File: config.mk
export PLATFORM = sky130hd
export DESIGN_NAME = q4_block_dequantizer
export DESIGN_NICKNAME = d
export VERILOG_FILES = /design/src/rtl/q4dq_pkg.sv /design/src/rtl/q4dq_widen.sv /design/src/rtl/q4dq_scale.sv /design/src/rtl/q4_block_dequantizer.sv
export SDC_FILE = /design/constraint.sdc
export NUM_CORES = 1
export LEC_CHECK = 0
export BUFFER_PORTS_ARGS = -buffer_cell sky130_fd_sc_hd__buf_2
export CAP_MARGIN = 20
export CORE_MARGIN = 10
export CORE_UTILIZATION = 30
export CTS_BUF_LIST = sky130_fd_sc_hd__clkbuf_2
export DETAILED_ROUTE_END_ITERATION = 10
export PLACE_DENSITY = 0.51
export SLEW_MARGIN = 20
export SYNTH_ARGS = -nofsm -noshare
export SYNTH_HDL_FRONTEND = slang
export SYNTH_SLANG_ARGS = --single-unit
export TNS_END_PERCENT = 30
File: constraint.sdc
create_clock -name clk -period 5.7 [get_ports clk]
set_input_delay 1.14 -clock clk [delete_from_list [all_inputs] [get_ports clk]]
set_output_delay 1.14 -clock clk [all_outputs]
set_load 0.005 [all_outputs]
File: src/rtl/q4dq_pkg.sv
// Shared types and constants for the q4 block dequantizer.
`timescale 1ns / 1ps
package q4dq_pkg;
	localparam logic [31:0] SIGN32   = 32'h8000_0000;
	localparam logic [31:0] QUIET32  = 32'h0040_0000;
	localparam logic [31:0] DEFNAN32 = 32'hFFC0_0000;
	localparam logic [7:0]  BIAS_SHIFT = 8'd112;

	typedef struct packed {
		logic [15:0] scale_half;
		logic [7:0]  packed_byte;
		logic        final_byte;
	} in_item_t;

	typedef struct packed {
		logic [31:0] odd_value;
		logic [31:0] even_value;
	} out_pair_t;

	// widened scale split for the multiply stage
	typedef struct packed {
		logic        sign;
		logic [7:0]  expo;
		logic [22:0] frac;
		logic        is_zero;
		logic        is_inf;
		logic        is_nan;
	} wide_t;
endpackage

File: src/rtl/q4dq_widen.sv
// Stage 1: binary16 scale widened to binary32 fields.
`timescale 1ns / 1ps
module q4dq_widen (
	input  logic [15:0]    scale_half,
	output q4dq_pkg::wide_t wide
);
	import q4dq_pkg::*;
	logic [4:0] e;
	logic [9:0] m;
	logic [3:0] lz;
	logic [9:0] mn;
	always_comb begin
		e = scale_half[14:10];
		m = scale_half[9:0];
		lz = 4'd0;
		for (int i = 9; i >= 0; i--) begin
			if (m[i] && lz == 4'd0) lz = 4'(10 - i);
		end
		mn = 10'(m << lz);
		wide.sign = scale_half[15];
		wide.is_zero = (e == 5'd0) && (m == 10'd0);
		wide.is_inf = (e == 5'h1F) && (m == 10'd0);
		wide.is_nan = (e == 5'h1F) && (m != 10'd0);
		if (e == 5'd0) begin
			wide.expo = 8'(8'd1 + BIAS_SHIFT - {4'd0, lz});
			wide.frac = {mn, 13'd0};
		end else if (e == 5'h1F) begin
			wide.expo = 8'hFF;
			wide.frac = {m, 13'd0};
		end else begin
			wide.expo = 8'({3'd0, e} + BIAS_SHIFT);
			wide.frac = {m, 13'd0};
		end
		if (wide.is_zero) wide.expo = 8'd0;
	end
endmodule

File: src/rtl/q4dq_scale.sv
// Stages 2-3: truncating multiply of the widened scale by one signed quant.
`timescale 1ns / 1ps
module q4dq_scale (
	input  logic            clk,
	input  logic            en,
	input  q4dq_pkg::wide_t wide,
	input  logic [3:0]      quant,
	output logic [31:0]     value
);
	import q4dq_pkg::*;
	logic        neg;
	logic [3:0]  mag_n;
	logic        spec_c;
	logic [31:0] spec_val_c;
	logic [27:0] prod_s2;
	logic        sgn_s2;
	logic [7:0]  expo_s2;
	logic        spec_s2;
	logic [31:0] spec_val_s2;
	logic [2:0]  sh;
	logic [27:0] norm;
	logic [31:0] value_s3;
	always_comb begin
		neg = quant < 4'd8;
		mag_n = neg ? 4'(4'd8 - quant) : 4'(quant - 4'd8);
		spec_c = 1'b1;
		priority if (wide.is_nan) begin
			spec_val_c = {wide.sign, 8'hFF, wide.frac} | QUIET32;
		end else if (wide.is_inf) begin
			spec_val_c = (mag_n == 4'd0) ? DEFNAN32 : {wide.sign ^ neg, 8'hFF, 23'd0};
		end else if (wide.is_zero || mag_n == 4'd0) begin
			// zero factor is never negative, so the scale sign survives
			spec_val_c = {wide.sign ^ neg, 31'd0};
		end else begin
			spec_c = 1'b0;
			spec_val_c = 32'd0;
		end
	end
	always_ff @(posedge clk) begin
		if (en) begin
			prod_s2 <= {4'd0, 1'b1, wide.frac} * {24'd0, mag_n};
			sgn_s2 <= wide.sign ^ neg;
			expo_s2 <= wide.expo;
			spec_s2 <= spec_c;
			spec_val_s2 <= spec_val_c;
		end
	end
	always_comb begin
		priority if (prod_s2[27]) sh = 3'd4;
		else if (prod_s2[26]) sh = 3'd3;
		else if (prod_s2[25]) sh = 3'd2;
		else if (prod_s2[24]) sh = 3'd1;
		else sh = 3'd0;
		norm = prod_s2 >> sh;
	end
	always_ff @(posedge clk) begin
		if (en) begin
			value_s3 <= spec_s2 ? spec_val_s2
				: {sgn_s2, 8'(expo_s2 + {5'd0, sh}), norm[22:0]};
		end
	end
	assign value = value_s3;
endmodule

File: src/rtl/q4_block_dequantizer.sv
// Top level: q4_0 dequantizer, three-stage pipeline, one byte per cycle unless m_axis stalls.
//  channel | dir | tdata fields (low first)                 | tlast
//  s_axis  | in  | scale_half[15:0], packed_byte[23:16]       | final_byte
//  m_axis  | out | even_value[31:0], odd_value[63:32]         | final_pair
// Each byte is registered in stages 1, 2 and 3; one transfer per cycle while m_axis is not stalled.
// The pipeline advances whenever its output slot is empty or taken.
// Reset clears the stage valid bits only.
`timescale 1ns / 1ps
module q4_block_dequantizer (
	input  logic        clk,
	input  logic        arst_n,
	input  logic        s_axis_tvalid,
	output logic        s_axis_tready,
	input  logic [23:0] s_axis_tdata,  // scale_half, packed_byte
	input  logic        s_axis_tlast,
	output logic        m_axis_tvalid,
	input  logic        m_axis_tready,
	output logic [63:0] m_axis_tdata,  // even_value, odd_value
	output logic        m_axis_tlast
);
	import q4dq_pkg::*;
	logic    adv;
	logic    v_s1, v_s2, v_s3;
	logic    l_s1, l_s2, l_s3;
	wide_t   w_s1;
	logic [7:0]  b_s1;
	wide_t   w_c;
	out_pair_t res;

	assign adv = !v_s3 || m_axis_tready;
	assign s_axis_tready = adv;

	q4dq_widen u_widen (.scale_half(s_axis_tdata[15:0]), .wide(w_c));

	always_ff @(posedge clk) begin
		if (adv) begin
			w_s1 <= w_c;
			b_s1 <= s_axis_tdata[23:16];
			l_s1 <= s_axis_tlast;
			l_s2 <= l_s1;
			l_s3 <= l_s2;
		end
	end

	always_ff @(posedge clk or negedge arst_n) begin
		if (!arst_n) begin
			v_s1 <= 1'b0;
			v_s2 <= 1'b0;
			v_s3 <= 1'b0;
		end else if (adv) begin
			v_s1 <= s_axis_tvalid;
			v_s2 <= v_s1;
			v_s3 <= v_s2;
		end
	end

	q4dq_scale u_even (.clk(clk), .en(adv), .wide(w_s1), .quant(b_s1[3:0]),
		.value(res.even_value));
	q4dq_scale u_odd (.clk(clk), .en(adv), .wide(w_s1), .quant(b_s1[7:4]),
		.value(res.odd_value));

	assign m_axis_tvalid = v_s3;
	assign m_axis_tdata = {res.odd_value, res.even_value};
	assign m_axis_tlast = l_s3;

`ifndef SYNTHESIS
	a_hold: assert property (@(posedge clk) disable iff (!arst_n)
		m_axis_tvalid && !m_axis_tready |=> m_axis_tvalid && $stable(m_axis_tdata))
		else $error("output changed under stall");
	a_ready: assert property (@(posedge clk) disable iff (!arst_n)
		!m_axis_tvalid |-> s_axis_tready)
		else $error("stalled with empty output");
	a_flow: assert property (@(posedge clk) disable iff (!arst_n)
		s_axis_tvalid && s_axis_tready ##1 s_axis_tready ##1 s_axis_tready |=> m_axis_tvalid)
		else $error("transfer lost in pipeline");
`endif
endmodule
==> run_results.csv, run 1 <==
group,metric,value,unit
grt,grt_use_met3,2.73,%
power_and_ir_drop,internal-power,2.75,mW
worst_setup_path,cp-endpoint,"u_even.prod_s2[27]",
yosys,async_flop_share,2.11,%
outcome,status,"finished clean",
clock_tree,clockRootBuffer,"clkbuf_2",
timing,fmax,0.212,GHz
timing,rsz0062_at_grt,"no",
yosys,synth-compound-area-share,13.2,%
yosys,synth-edff-count,139,
timing,slew_headroom,36.0,%
worst_setup_path,crit_arrival,5.28,ns
timing,worstMarginPinSlew,0.953,ns
drt,vias,6341,
placement,pre_cts_slack,0.929,ns
floorplanning,core-area,30700,sq um
power_and_ir_drop,p_comb_share,43.8,%
yosys,syn_area_per_cell,10.7,sq um
yosys,synth_cell_types,61,
worst_setup_path,crit_fanout,13,
timing,hold_violations,0,
floorplanning,core.rowCount,64,
yosys,ys_warn_count,0,
floorplanning,die_h,197,um
worst_setup_path,critPathMostFrequentCell,"fa_1",
placement,io_buffers,83,
yosys,synthSimpleGateAreaFrac,13.6,%
timing,finClkSkew,0.0450,ns
drt,dr.first_iter.drc_count,461,
power_and_ir_drop,power_switching,1.85,mW
min_path,hp-class,"flip-flop to flip-flop",
timing,fin_crit_sh,82.9,%
clock_tree,cts_sinks,142,
grt,grt_max_degree,72,
yosys,synth_area_leaders,"edfxtp_1, fa_1, ha_1",
clock_tree,cts_tree,"done",
yosys,ys.flop_type,"edfxtp_1",
clock_tree,cts-buffers-inserted,17,
drt,antenna_left,0,
clock_tree,cts_resized,0,
clock_tree,path_clk_slew,0.25,ns
worst_setup_path,crit_chain,"inv_1 -> ha_1 -> nor2_1 -> xor2_1 -> buf_4 -> nand2_1 -> fa_1 -> fa_1 -> inv_1 -> fa_1 -> a211oi_1 -> o21bai_1 -> o41ai_1 -> o21ai_0 -> a21oi_1 -> o21bai_1 -> xor2_1",
timing,fin_crit,4.73,ns
run,drv_cap,0,
power_and_ir_drop,netSwitchingFraction,40.2,%
power_and_ir_drop,power_leakage,4.41,nW
floorplanning,dieArea,38600,sq um
drt,wirelength,21700,um
timing,slew_violations,0,
floorplanning,start_util,30.5,%
yosys,synth_xor_area_share,2.90,%
layout,final_common_cell,"edfxtp_1",
power_and_ir_drop,p_per_area,442,nW/um^2
drt,viasPerCell,4.66,
worst_setup_path,crit_type,"flip-flop to flip-flop",
floorplanning,fp.dieW,197,um
worst_setup_path,max_stage_delay,0.65,ns
placement,globalplace.congestion,0.837,
grt,gr-total-overflow,0,
timing,setup_viol,0,
worst_setup_path,r2r-start,"b_s1[0]",
power_and_ir_drop,ir_drop,0.000179,V
worst_setup_path,cp.required,6.25,ns
clock_tree,htreeDepth,4,
worst_setup_path,worstReg2RegEnd,"u_even.prod_s2[27]",
power_and_ir_drop,pwr-share-clk,14.7,%
clock_tree,clk_path_buf_depth,2,
floorplanning,num_io_pins,96,
yosys,yosys.area.top_type,"edfxtp_1",
yosys,synth_top_family_by_area,"adder cells",
placement,dpl.hpwl,16700,um
yosys,yosysSeqAreaShare,45.4,%
timing,setup_ws,0.973,ns
yosys,ys_ff_latch,142,
yosys,synthesis.area,9350,sq um
layout,drive_gt1_share,15.8,%
clock_tree,clock_latency,0.77,ns
yosys,yosys-mux-area-fraction,4.49,%
worst_setup_path,critPathLaunch,"b_s1[0]",
drt,drc,0,
yosys,synth_top_area_share,44.6,%
yosys,synth_fa_ha_area_share,14.4,%
layout,area_growth,11.3,%
drt,wl_per_cell,16.0,um
grt,grtUsageMet1,16.0,%
grt,grt-busiest-layer,"met2",
timing,fin_setup_tns,0,ns
worst_setup_path,slowest_stage,"edfxtp_1",
grt,grt_pass1_wl,35300,um
yosys,synthCells,877,
grt,antenna_found_initial,1,
min_path,holdCritStartpoint,"w_s1[26]",
power_and_ir_drop,p_seq_share,41.5,%
grt,grt_pass1_vias,6396,
worst_setup_path,path_delay_family,"adder cells",
layout,final_cell_mix,"edfxtp_1, nand2_1, buf_2, inv_1, nor2_1",
layout,nNetsFinal,1065,
drt,dr.pass1.iters,4,
worst_setup_path,worstRegToRegCells,17,
grt,met2_usage,17.2,%
grt,grtUsageTotal,11.4,%
worst_setup_path,r2r_slack,0.97,ns
worst_setup_path,end_kind,"flip-flop",
worst_setup_path,cp.depth,17,
worst_setup_path,cp.buffers_inverters,3,
worst_setup_path,crit_path_start_kind,"flip-flop",
## timing repair
| action | in CTS | in global routing |
|---|---|---|
| setup buffers | 0 | 0 |
| endpoints found under the hold margin | 0 | 3 |
| hold buffers | 0 | 1 |
## sequential cells by signal, summed over array words and instances, names as in the netlist, 2 cells and up
name and cells:
b_s1 8, u_even.expo_s2 7, u_even.prod_s2 15, u_even.spec_val_s2 12, u_even.value 26, u_odd.prod_s2 15, u_odd.spec_val_s2 2, u_odd.value 26
w_s1 21
## layer usage
layer	wire, um	part of all wire, %
met3	1060	4.9
met4	213	0.98
met5	0	0
met2	9430	43
met1	11000	51
## synth_stat cells, types with 5 or more instances
| master | n |
|---|---|
| nor2_1 | 67 |
| o21bai_1 | 6 |
| nand2_1 | 91 |
| mux2i_1 | 24 |
| ha_1 | 47 |
| nor2b_1 | 12 |
| a21o_1 | 8 |
| buf_1 | 5 |
| a21oi_1 | 53 |
| fa_1 | 38 |
| edfxtp_1 | 139 |
| buf_4 | 15 |
| nand2b_1 | 9 |
| mux2_2 | 12 |
| nor3_1 | 11 |
| o21a_1 | 10 |
| inv_1 | 68 |
| a211oi_1 | 29 |
| xnor2_1 | 17 |
| and3_1 | 7 |
| o211ai_1 | 7 |
| and2_1 | 45 |
| clkbuf_1 | 27 |
| nand3_1 | 5 |
| xor2_1 | 14 |
| o21ai_0 | 44 |
## logic make-up (layout without fill, tap and decap cells)
| group | count (synthesis) | in the layout |
|---|---|---|
| mux | 38 | 38 |
| xor+xnor | 31 | 31 |
| buf+inv | 124 | 194 |
| fa+ha+maj | 85 | 85 |
| other cells | 1 | 19 |
| compound gates | 191 | 191 |
| flops | 142 | 142 |
| simple gates | 265 | 265 |
## how the worst min path moves through the flow
stage | end | slack [ns] | cells past startpoint
floorplan | l_s2 | 0.40 | 0
global placement | m_axis_tlast | 0.40 | 0
detailed placement | u_even.expo_s2[0] | 0.40 | 0
CTS | v_s2 | 0.04 | 1
global route | b_s1[4] | 0.42 | 1
finish | u_even.expo_s2[0] | 0.43 | 0
## through the flow
| step | hold WS, ns | power (mW) | cells | util, % | instance area (sq um) |
|---|---|---|---|---|---|
| after detailed placement | 0.405 | 3.96 | 1325 | 32.9 | 10100 |
| after global placement | 0.401 | 3.95 | 1325 | 32.9 | 10100 |
| after global routing | 0.417 | 5.03 | 1361 | 33.9 | 10400 |
| after CTS | 0.0371 | 4.65 | 1357 | 33.8 | 10400 |
| after floorplan | 0.400 | 3.37 | 894 | - | 9420 |
| final | 0.430 | 4.60 | 1361 | 33.9 | 10400 |
## power groups by stage
stage               Clock, mW  Combinational (mW)  Sequential, mW
floorplan                   0                1.56            1.81
global placement            0                1.99            1.96
detailed placement          0                2.00            1.96
CTS                     0.704                2.02            1.93
global route            0.750                2.32            1.96
finish                  0.677                2.02            1.91
## layout make-up
class | count | area, sq um
Fill cell | 3127 | 20300
Multi-Input combinational cell | 628 | 4620
Sequential cell | 142 | 4250
Timing Repair Buffer | 93 | 508
Tap cell | 396 | 495
Inverter | 69 | 259
Clock inverter | 15 | 190
Clock buffer | 17 | 85.1
Antenna cell | 1 | 2.50
No activity file was read; power rests on OpenSTA's default activity.
==> run 2, diff against run 1 <==
==> constraint.sdc (replaced) <==
create_clock -name clk -period 4.3 [get_ports clk]
set_input_delay 0.86 -clock clk [delete_from_list [all_inputs] [get_ports clk]]
set_output_delay 0.86 -clock clk [all_outputs]
set_load 0.005 [all_outputs]
==> run 2 against run 1 <==
  * Critical path depth fell by 2
  * Clock power rose by 22%
  * Sequential cell count did not move
  * Critical endpoint is now u_odd.prod_s2[26]
  * Largest cell class unchanged
==> run_results.csv, run 2 (synthesized netlist as in run 1, its figures left out) <==
group,metric,value,unit
power_and_ir_drop,ir_drop,0.000218,V
layout,nNetsFinal,1082,
drt,drc,0,
power_and_ir_drop,power_leakage,4.50,nW
worst_setup_path,cp-endpoint,"u_odd.prod_s2[26]",
layout,nFillCells,3113,
min_path,hp-class,"input port to flip-flop",
timing,fin_crit_sh,95.2,%
grt,grtUsageTotal,11.4,%
drt,antenna_left,0,
worst_setup_path,worstReg2RegEnd,"u_odd.prod_s2[26]",
floorplanning,die_h,197,um
placement,io_buffers,83,
clock_tree,cts_tree,"done",
timing,fin_hold_ws,0.243,ns
drt,dr.first_iter.drc_count,377,
worst_setup_path,worstRegToRegCells,15,
clock_tree,htreeDepth,4,
grt,antenna_found_initial,2,
timing,setup_ws,0.206,ns
timing,finClkSkew,0.0330,ns
clock_tree,cts-buffers-inserted,17,
worst_setup_path,crit_fanout,11,
placement,place_inst,1338,
drt,wirelength,22100,um
clock_tree,clock_latency,0.76,ns
clock_tree,cts_sinks,142,
floorplanning,dieArea,38600,sq um
floorplanning,core-area,30700,sq um
layout,final_cell_mix,"edfxtp_1, nand2_1, buf_2, inv_1, nor2_1",
floorplanning,num_io_pins,96,
drt,vias,6353,
timing,slew_headroom,38.1,%
power_and_ir_drop,p_per_area,583,nW/um^2
layout,final_common_cell,"edfxtp_1",
floorplanning,start_util,30.5,%
timing,slew_violations,0,
worst_setup_path,crit_path_start_kind,"flip-flop",
grt,grt_pass1_wl,35400,um
placement,dpl.hpwl,16800,um
power_and_ir_drop,p_total,6.23,mW
worst_setup_path,critPathLaunch,"b_s1[5]",
timing,worstMarginPinSlew,0.922,ns
layout,fin_cells,1378,
run,drv_cap,0,
floorplanning,fp.dieW,197,um
worst_setup_path,end_kind,"flip-flop",
outcome,status,"finished clean",
worst_setup_path,r2r-start,"b_s1[5]",
timing,fin_setup_tns,0,ns
clock_tree,clk_path_buf_depth,2,
worst_setup_path,crit_type,"flip-flop to flip-flop",
grt,gr-total-overflow,0,
placement,pre_cts_slack,0.0541,ns
drt,dr.pass1.iters,4,
timing,hold_violations,0,
worst_setup_path,r2r_slack,0.21,ns
min_path,holdCritStartpoint,"s_axis_tdata[20]",
timing,setup_viol,0,
drt,viasPerCell,4.61,
layout,area_growth,14.1,%
drt,wl_per_cell,16.0,um
clock_tree,clockRootBuffer,"clkbuf_2",
worst_setup_path,crit_arrival,4.63,ns
timing,fmax,0.244,GHz
placement,globalplace.congestion,0.828,
worst_setup_path,cp.required,4.84,ns
timing,fin_crit,4.09,ns
clock_tree,path_clk_slew,0.28,ns
grt,grt_pass1_vias,6446,
floorplanning,core.rowCount,64,
grt,grt_max_degree,88,
layout,drive_gt1_share,19.4,%
[run 2: cell type report]
class | instances | area (sq um) | share of cell area [%]
Multi-Input combinational cell | 628 | 4760 | 44.6
Sequential cell | 142 | 4250 | 39.8
Timing Repair Buffer | 110 | 656 | 6.14
Tap cell | 396 | 495 | 4.64
Inverter | 69 | 259 | 2.43
Clock inverter | 15 | 165 | 1.55
Clock buffer | 17 | 85.1 | 0.797
Antenna cell | 1 | 2.50 | 0.0234
[run 2: timing repair]
action                     in CTS  in global routing
resized for setup               1                 27
hold endpoints to repair        3                  0
gates cloned                    0                  0
setup endpoints to repair       2                  7
pin swaps                       0                 15
buffers inserted                0                  4
hold buffers                    1                  0
[run 2: routing by layer]
metal	global-route usage [%]	share of wire [%]	vias up
met3	2.41	4.6	13
met5	0	0	-
met4	3.59	1.1	0
met1	15.7	50	2991
li1	-	-	3236
met2	17.5	44	113
[run 2: power by group]
group	internal (mW)	switching [mW]	leakage, nW	total, mW
clock	0.198	0.625	0.148	0.823
sequential	2.15	0.348	1.46	2.50
combinational	1.33	1.57	2.89	2.90
[run 2: how the worst min path moves through the flow]
stage,to,slack (ns),cells past startpoint
2_1_floorplan,l_s2,0.40,0
3_3_place_gp,l_s2,0.40,0
3_5_place_dp,u_even.expo_s2[1],0.41,0
4_1_cts,b_s1[4],0.16,1
5_1_grt,b_s1[4],0.17,1
6_report,b_s1[4],0.24,1
[run 2: worst max-delay path, stage by stage, from the launching register on]
cell	delay (ns)
edfxtp_1	0.47
buf_4	0.16
nor4_1	0.17
buf_4	0.22
nand2_1	0.09
fa_1	0.58
fa_1	0.43
inv_2	0.11
ha_4	0.20
a211o_1	0.32
a21oi_2	0.20
a21oi_2	0.09
o21a_1	0.19
o21a_1	0.18
o41a_1	0.32
xor2_1	0.15
[run 2: metrics by stage]
stage	util (%)	area, sq um
finish	34.8	10700
CTS	34.1	10500
global route	34.8	10700
floorplan	-	9420
detailed placement	33.3	10200
global placement	33.3	10200
